**config.mk**
```make
export PLATFORM = sky130hd
export DESIGN_NAME = gtp_cell
export DESIGN_NICKNAME = d
export VERILOG_FILES = /design/src/design/gtp_pkg.sv /design/src/design/gtp_cell.sv
export SDC_FILE = /design/constraint.sdc
export NUM_CORES = 1
export LEC_CHECK = 0
export ABC_AREA = 1
export BUFFER_PORTS_ARGS = -buffer_cell sky130_fd_sc_hd__buf_2
export CELL_PAD_IN_SITES_DETAIL_PLACEMENT = 1
export CELL_PAD_IN_SITES_GLOBAL_PLACEMENT = 2
export CORE_ASPECT_RATIO = 1.1
export CORE_MARGIN = 8
export CORE_UTILIZATION = 25
export DETAILED_ROUTE_END_ITERATION = 7
export PLACE_DENSITY_LB_ADDON = 0.1
export SYNTH_ARGS = -nofsm -noshare
export SYNTH_HDL_FRONTEND = slang
export SYNTH_SLANG_ARGS = --single-unit
```
**constraint.sdc**
```tcl
create_clock -name i_clk -period 3.4 [get_ports i_clk]
set_input_delay 0.68 -clock i_clk [delete_from_list [all_inputs] [get_ports i_clk]]
set_output_delay 0.68 -clock i_clk [all_outputs]
set_load 0.05 [all_outputs]
```
**src/design/gtp_pkg.sv**
```systemverilog
// ----------------------------------------------------------------------------
// gtp_pkg: shared codes for the guillotine rectangle packer
// Action, status and cell operation codes used by the top level and the cells.
// ----------------------------------------------------------------------------
package gtp_pkg;

    localparam logic [1:0] ACT_ALLOC   = 2'd0;
    localparam logic [1:0] ACT_GROW    = 2'd1;
    localparam logic [1:0] ACT_RESTART = 2'd2;
    localparam logic [1:0] ACT_NOP     = 2'd3;

    localparam logic [1:0] ST_OK       = 2'd0;
    localparam logic [1:0] ST_NOFIT    = 2'd1;
    localparam logic [1:0] ST_DROP     = 2'd2;
    localparam logic [1:0] ST_SIZE     = 2'd3;

    localparam logic [1:0] OP_NONE     = 2'd0;
    localparam logic [1:0] OP_ERASE    = 2'd1;
    localparam logic [1:0] OP_INSERT   = 2'd2;
    localparam logic [1:0] OP_CLEAR    = 2'd3;

    typedef struct packed {
        logic [1:0] op;
    } t_cell_ctl;

endpackage

```
**src/design/gtp_cell.sv**
```systemverilog
// ----------------------------------------------------------------------------
// gtp_cell: one entry of the sorted free-space chain
// Holds one free rectangle with its area and shifts toward either neighbor.
// ----------------------------------------------------------------------------
module gtp_cell #(
    parameter int CB = 16,
    parameter int EW = 16
) (
    input  logic                  i_clk,
    input  logic                  i_rst_n,
    input  gtp_pkg::t_cell_ctl    i_ctl,
    input  logic [1+6*CB-1:0]     i_new,
    input  logic [EW-1:0]         i_rw,
    input  logic [EW-1:0]         i_rh,
    input  logic [1+6*CB-1:0]     i_prev,
    input  logic                  i_prev_ge,
    input  logic [1+6*CB-1:0]     i_next,
    input  logic                  i_past,
    output logic [1+6*CB-1:0]     o_slot,
    output logic                  o_ge,
    output logic                  o_fit
);
    localparam int SW = 1 + 6 * CB;
    localparam int AW = 2 * CB;

    logic [SW-1:0] r_slot;
    logic [SW-1:0] n_slot;
    logic          v;
    logic [EW-1:0] w;
    logic [EW-1:0] h;

    assign v = r_slot[SW-1];
    assign w = EW'(r_slot[AW+2*CB-1 -: CB]);
    assign h = EW'(r_slot[AW+CB-1 -: CB]);

    assign o_ge  = !v || (r_slot[AW-1:0] >= i_new[AW-1:0]);
    assign o_fit = v && ((w >= i_rw && h >= i_rh) || (w >= i_rh && h >= i_rw));
    assign o_slot = r_slot;

    always_comb begin
        n_slot = r_slot;
        case (i_ctl.op)
            gtp_pkg::OP_ERASE: begin
                if (i_past) n_slot = i_next;
            end
            gtp_pkg::OP_INSERT: begin
                // Sorted order makes the "not less" flags monotone along the chain.
                if (i_prev_ge) n_slot = i_prev;
                else if (o_ge) n_slot = i_new;
            end
            gtp_pkg::OP_CLEAR: n_slot = '0;
            default: n_slot = r_slot;
        endcase
    end

    always_ff @(posedge i_clk) begin
        if (!i_rst_n) r_slot <= '0;
        else r_slot <= n_slot;
    end
endmodule

```
# Word-level counts from Yosys, hierarchy flattened
# Cells that the tools add are included.
# W data, S select, Z words.
[totals]
out_inout_bits = 99
wordCells = 23
input_bits = 329
reg_bits = 97
[op_classes]
n_reduce_logical = 8
n_mux = 4
magnitude_cmp = 5
eq_ne = 5
[ops]
columns = ["operator", "count"]
rows = [
  ["$mux W97", 3],
  ["$pmux W97 S3", 1],
  ["$ge A16 B16 Y1", 4],
  ["$ge A32 B32 Y1", 1],
  ["$eq A2 B2 Y1 const B", 2],
  ["$logic_and A1 B1 Y1", 3],
  ["$ne A3 B3 Y1 const B", 1],
  ["$reduce_and A3 Y1", 1],
  ["$reduce_bool A3 Y1", 1],
  ["$eq A2 B1 Y1 const B", 1],
  ["$logic_or A1 B1 Y1", 2],
  ["$ne A2 B2 Y1 const B", 1],
  ["$logic_not A1 Y1", 1],
]

# Logic depth before layout (Yosys ltp)
[depth]
ltp_word = 5
depth_mapped = 18
ltp_nobuf = 16

# Worst setup path after synthesis
# Ideal clock, no wire load.
[synth_timing]
kind = "input port to output port"
from = "input port i_rw[15]"
to = "output port o_fit"
path_slack_ns = 0.376
n_path_buf = 0
t_required_ns = 2.720
t_arrival_ns = 2.344
cell_stages = 10
cell_sequence = "inv_1 > ha_1 > nand2_1 > inv_1 > nand3_1 > nor3_1 > nand3_1 > nand3_1 > nand2_1 > a21oi_1"
[synth_between]
elab_chain_cells = 4
word_cells_on_any_way = 6
classes_between = "order compare (2); reduce/logical (4)"
[synth_rtl]
columns = ["item", "line_no", "text"]
rows = [
  ["start: declaration", "gtp_cell.sv:13", "input logic [EW-1:0] i_rw,"],
  ["$ge A16 B16 Y1", "gtp_cell.sv:37", "assign o_fit = v && ((w >= i_rw && h >= i_rh) || (w >= i_rh && h >= i_rw));"],
  ["$logic_and A1 B1 Y1", "gtp_cell.sv:37", ""],
  ["$logic_or A1 B1 Y1 *", "gtp_cell.sv:37", ""],
  ["$logic_and A1 B1 Y1 *", "gtp_cell.sv:37", ""],
  ["end: declaration", "gtp_cell.sv:21", "output logic o_fit"],
]
# Mark *: on every way between the ends. The rest lies on a longest branch, timed or not.

# Worst setup path after layout
[layout_timing]
from = "input port i_rh[15]"
to = "output port o_fit"
[layout_between]
elab_chain_cells = 4
word_cells_on_any_way = 6
classes_between = "order compare (2); reduce/logical (4)"
[layout_rtl]
columns = ["item", "line_no", "text"]
rows = [
  ["start: declaration", "gtp_cell.sv:14", "input logic [EW-1:0] i_rh,"],
  ["$ge A16 B16 Y1", "gtp_cell.sv:37", ""],
  ["$logic_and A1 B1 Y1", "gtp_cell.sv:37", ""],
  ["$logic_or A1 B1 Y1 *", "gtp_cell.sv:37", ""],
  ["$logic_and A1 B1 Y1 *", "gtp_cell.sv:37", ""],
]
# Marked as above.

==> impl.org <==
** Outcome
- Outcome :: finished clean

** Timing
- For the final database, setup skew stands at 0.00690 ns.
- Setup repair after global routing left no endpoint under its margin.
- Sum of negative setup slack :: 0 ns
- Hold is met by 0.480 ns.
- Setup violations remaining at the end of the flow were counted as 0.
- The worst path needs 3.02 ns of the cycle, external delays included.
- Final-report hold violation count :: 0
- Achievable Freq :: 0.331 GHz
- Fraction of the cycle the final worst path needs :: 88.8%
- For the pin with the worst max-slew slack, the measured transition is 0.806 ns.
- Worst max-slew margin expressed relative to the limit :: 46.3%
- Pins Over Slew Limit :: 0

** Global routing
- After global routing the overflow that remains totals 0.
- Via count of the first global-routing pass :: 10400
- Global router's overall resource usage :: 19.6%
- Initial antenna violation count :: 8
- The first global-routing pass estimated 59900 µm of wire.
- Largest net degree at the start of global routing :: 102

** Clock tree
- Latest clock arrival within the worst-skew pair :: 0.35 ns
- Gates resized, CTS repair :: 0
- After clock tree synthesis, the setup repair step added 0 buffers.
- Clk Tree Root Cell :: sky130_fd_sc_hd__clkbuf_16
- Counting along the longest clock path gives a buffer depth of 2.
- H-tree level count :: 3
- Clock tree synthesis inserted a total of 9 buffers.
- Post-CTS Hold Buffers :: 0
- TritonCTS built the clock tree.
- Total number of clock tree sinks :: 97
- After clock tree synthesis, the clock-pin slew on the worst setup and hold paths is 0.08 ns.

** Critical path
- Reg-to-reg critical path startpoint :: o_slot[19]
- The setup check on the worst reg-to-reg path leaves a slack of 1.11 ns.
- For the worst setup path, the data required time is 2.72 ns.
- Crit path cell chain :: buf_2, inv_1, ha_1, nand2_1, inv_1, nand3_1, nor3_1, nand3_1, nand3_1, nand2_1, a21oi_1, buf_2
- Critical setup path kind :: in2out
- Broken down by cell family, the worst path's largest delay share belongs to simple AND/OR/NAND/NOR gates.
- The slowest stage of the critical path is the sky130_fd_sc_hd__nor3_1 cell.
- On the worst path, the slowest cell contributes a delay of 0.34 ns.
- Length in cells of the worst reg-to-reg path :: 11
- CP startpoint kind :: input port
- Of all nets on the critical path, the largest fanout is 2.
- First element of the critical path :: i_rh[15]
- Destination of the worst register-to-register timing path :: o_slot[46]
- Count of buffer and inverter cells on the critical path :: 4
- Worst setup EP type :: primary output
- Worst setup path endpoint :: o_fit
- The critical path runs through a total of 12 cells.
- Most used cell along the critical path :: sky130_fd_sc_hd__nand3_1
- Arrival time at the worst endpoint :: 2.34 ns

** Route
- DRC violations left :: 0
- Detailed routing inserted a total of 9858 vias.
- Via density per instance :: 4.82
- In the final routed layout, each cell accounts on average for 19.3 µm.
- 1st-iter DRT viols :: 462
- Antenna viol nets, final :: 0
- Number of iterations in the first detailed-routing pass :: 4
- Wires add up to 39500 µm.

** Synth
- Post-synthesis instance area :: 8150 µm²
- The number of nets in the synthesized netlist is 1678.
- Distinct cell type count after synthesis :: 24
- The Yosys step of the flow raised 0 warnings.
- After synthesis the netlist holds a flip-flop and latch count of 97.
- Post-synthesis sequential area ratio :: 23.8%
- Syn Inst Count :: 1253
- Syn_area_per_cell :: 6.50 µm²

** Die
- Row generation in the floorplan step produced 69 rows.
- 428 I/O pins were placed.
- The initial utilization of the core area, before any placement, comes to 25.3%.
- The die is 188 µm wide.
- The floorplan step defined a die boundary enclosing 38600 µm².
- The die is 205 µm tall.
- Total core area :: 32200 µm²

** Place
- At the end of routability-driven placement, the weighted congestion stood at 0.773.
- Count of buffers from port buffering :: 427
- Post-detailed-placement half-perimeter wirelength :: 30700 µm

** Job
- Count of max-cap constraint violations :: 0

** Layout
- In the final layout, the multi-input gates occupy 5430 µm².
- After filler insertion, the fill cell instance count of the layout stands at 4240.
- Syn-to-layout area delta :: 33.6%
- The register with the most flip-flops in the layout has 97 of them.
- Final nets :: 2034
- The sequential cells in the finished layout cover a total of 1940 µm².
- Layout cell share with drive strength beyond 1 :: 28.6%

** Power and ir drop
- Static Leak :: 0.00594 µW
- IR drop worst, VDD :: 0.168 mV
- For this design the ratio of total power to cell area is 366 nW/µm².

** Hold path
- The path class of the tightest hold or removal check is reg2reg.
- Counting instances, the worst hold path has a depth of 2.
-- cell families after synthesis --
family          count (synthesis)  synth area share, %
compound gates                365                 25.7
fa+ha+maj                      96                 14.7
buf+inv                       177                 9.78
flops                          97                 23.8
simple gates                  518                 25.9
-- stage by stage --
stage	setup WS, ns	area, µm²	cells	total power (µW)	utilization (%)
after floorplan	0.376	8150	1253	2330	-
after global placement	0.348	10600	2024	2870	32.8
after detailed placement	0.319	10600	2024	2890	32.8
after CTS	0.304	10900	2040	4080	33.8
after global routing	0.223	10900	2046	4290	33.8
final	0.381	10900	2046	3990	33.8
-- synthesized netlist by cell type --
cell	number	area, µm²
sky130_fd_sc_hd__nor2_1	199	747
sky130_fd_sc_hd__nand2_1	198	743
sky130_fd_sc_hd__a21oi_1	168	841
sky130_fd_sc_hd__o21ai_0	112	561
sky130_fd_sc_hd__nand3_1	110	551
sky130_fd_sc_hd__dfxtp_1	97	1940
sky130_fd_sc_hd__ha_1	96	1200
sky130_fd_sc_hd__inv_1	81	304
sky130_fd_sc_hd__clkbuf_1	48	180
sky130_fd_sc_hd__a2bb2oi_1	47	412
sky130_fd_sc_hd__a22oi_1	31	233
sky130_fd_sc_hd__buf_2	16	80.1
sky130_fd_sc_hd__buf_1	12	45.0
sky130_fd_sc_hd__buf_6	12	135
sky130_fd_sc_hd__buf_4	6	45.0
sky130_fd_sc_hd__nor3_1	6	30.0
sky130_fd_sc_hd__o211ai_1	4	30.0
sky130_fd_sc_hd__inv_2	2	7.51
sky130_fd_sc_hd__nand4_1	2	12.5
sky130_fd_sc_hd__o21a_1	2	15.0
sky130_fd_sc_hd__nand3_2	1	10.0
sky130_fd_sc_hd__nor2_2	1	6.26
sky130_fd_sc_hd__nor4_2	1	12.5
sky130_fd_sc_hd__o21bai_1	1	7.51
-- power breakdown --
part           switching [µW]  internal (µW)
logic                     982            528
registers                93.8           1230
clock network             500            651
-- layer usage --
layer  vias up  global-route usage (%)  share of wire, %
met2       245                    34.6                50
met3        27                    5.59               6.6
met5         -                       0             0.066
met1      4586                    22.9                42
li1       4996                       -                 -
met4         4                    4.93               1.3
-- cell usage in the layout, fill, tap and decap left out, drive strengths merged, types with 4 or more instances in the layout --
cell type	n
buf	439
o211ai	4
nand3	111
diode	6
a22oi	31
dfxtp	97
nand2	198
nor3	6
nor2	200
ha	96
clkbuf	10
a2bb2oi	47
a21oi	168
o21ai	112
inv	84
-- worst min path at each step --
| stage | startpoint | to |
|---|---|---|
| after floorplan | o_slot[64] | o_slot[64] |
| after global placement | o_slot[84] | o_slot[84] |
| after detailed placement | o_slot[69] | o_slot[69] |
| after CTS | o_slot[69] | o_slot[69] |
| after global routing | o_slot[67] | o_slot[67] |
| final | o_slot[69] | o_slot[69] |
-- worst register-to-register path, cell delays in order (launching register included) --
cell	delay [ns]
sky130_fd_sc_hd__dfxtp_1	0.33
sky130_fd_sc_hd__ha_1	0.31
sky130_fd_sc_hd__nand2_1	0.06
sky130_fd_sc_hd__o21ai_0	0.30
sky130_fd_sc_hd__nand2_1	0.11
sky130_fd_sc_hd__a21oi_1	0.17
sky130_fd_sc_hd__nor2_2	0.07
sky130_fd_sc_hd__nand3_4	0.11
sky130_fd_sc_hd__buf_12	0.37
sky130_fd_sc_hd__nand3_1	0.21
sky130_fd_sc_hd__nand2_1	0.11
sky130_fd_sc_hd__nor2_1	0.04
-- area by class of cell --
cell class	count	area share, %
diodes	6	0.138
multi-input cells	979	49.9
inverters	83	2.87
well taps	426	4.90
repair buffers	439	21.4
clock inverters	6	0.827
flip-flops and latches	97	17.8
clock buffers	10	2.10
(Power assumes the default switching activity.)
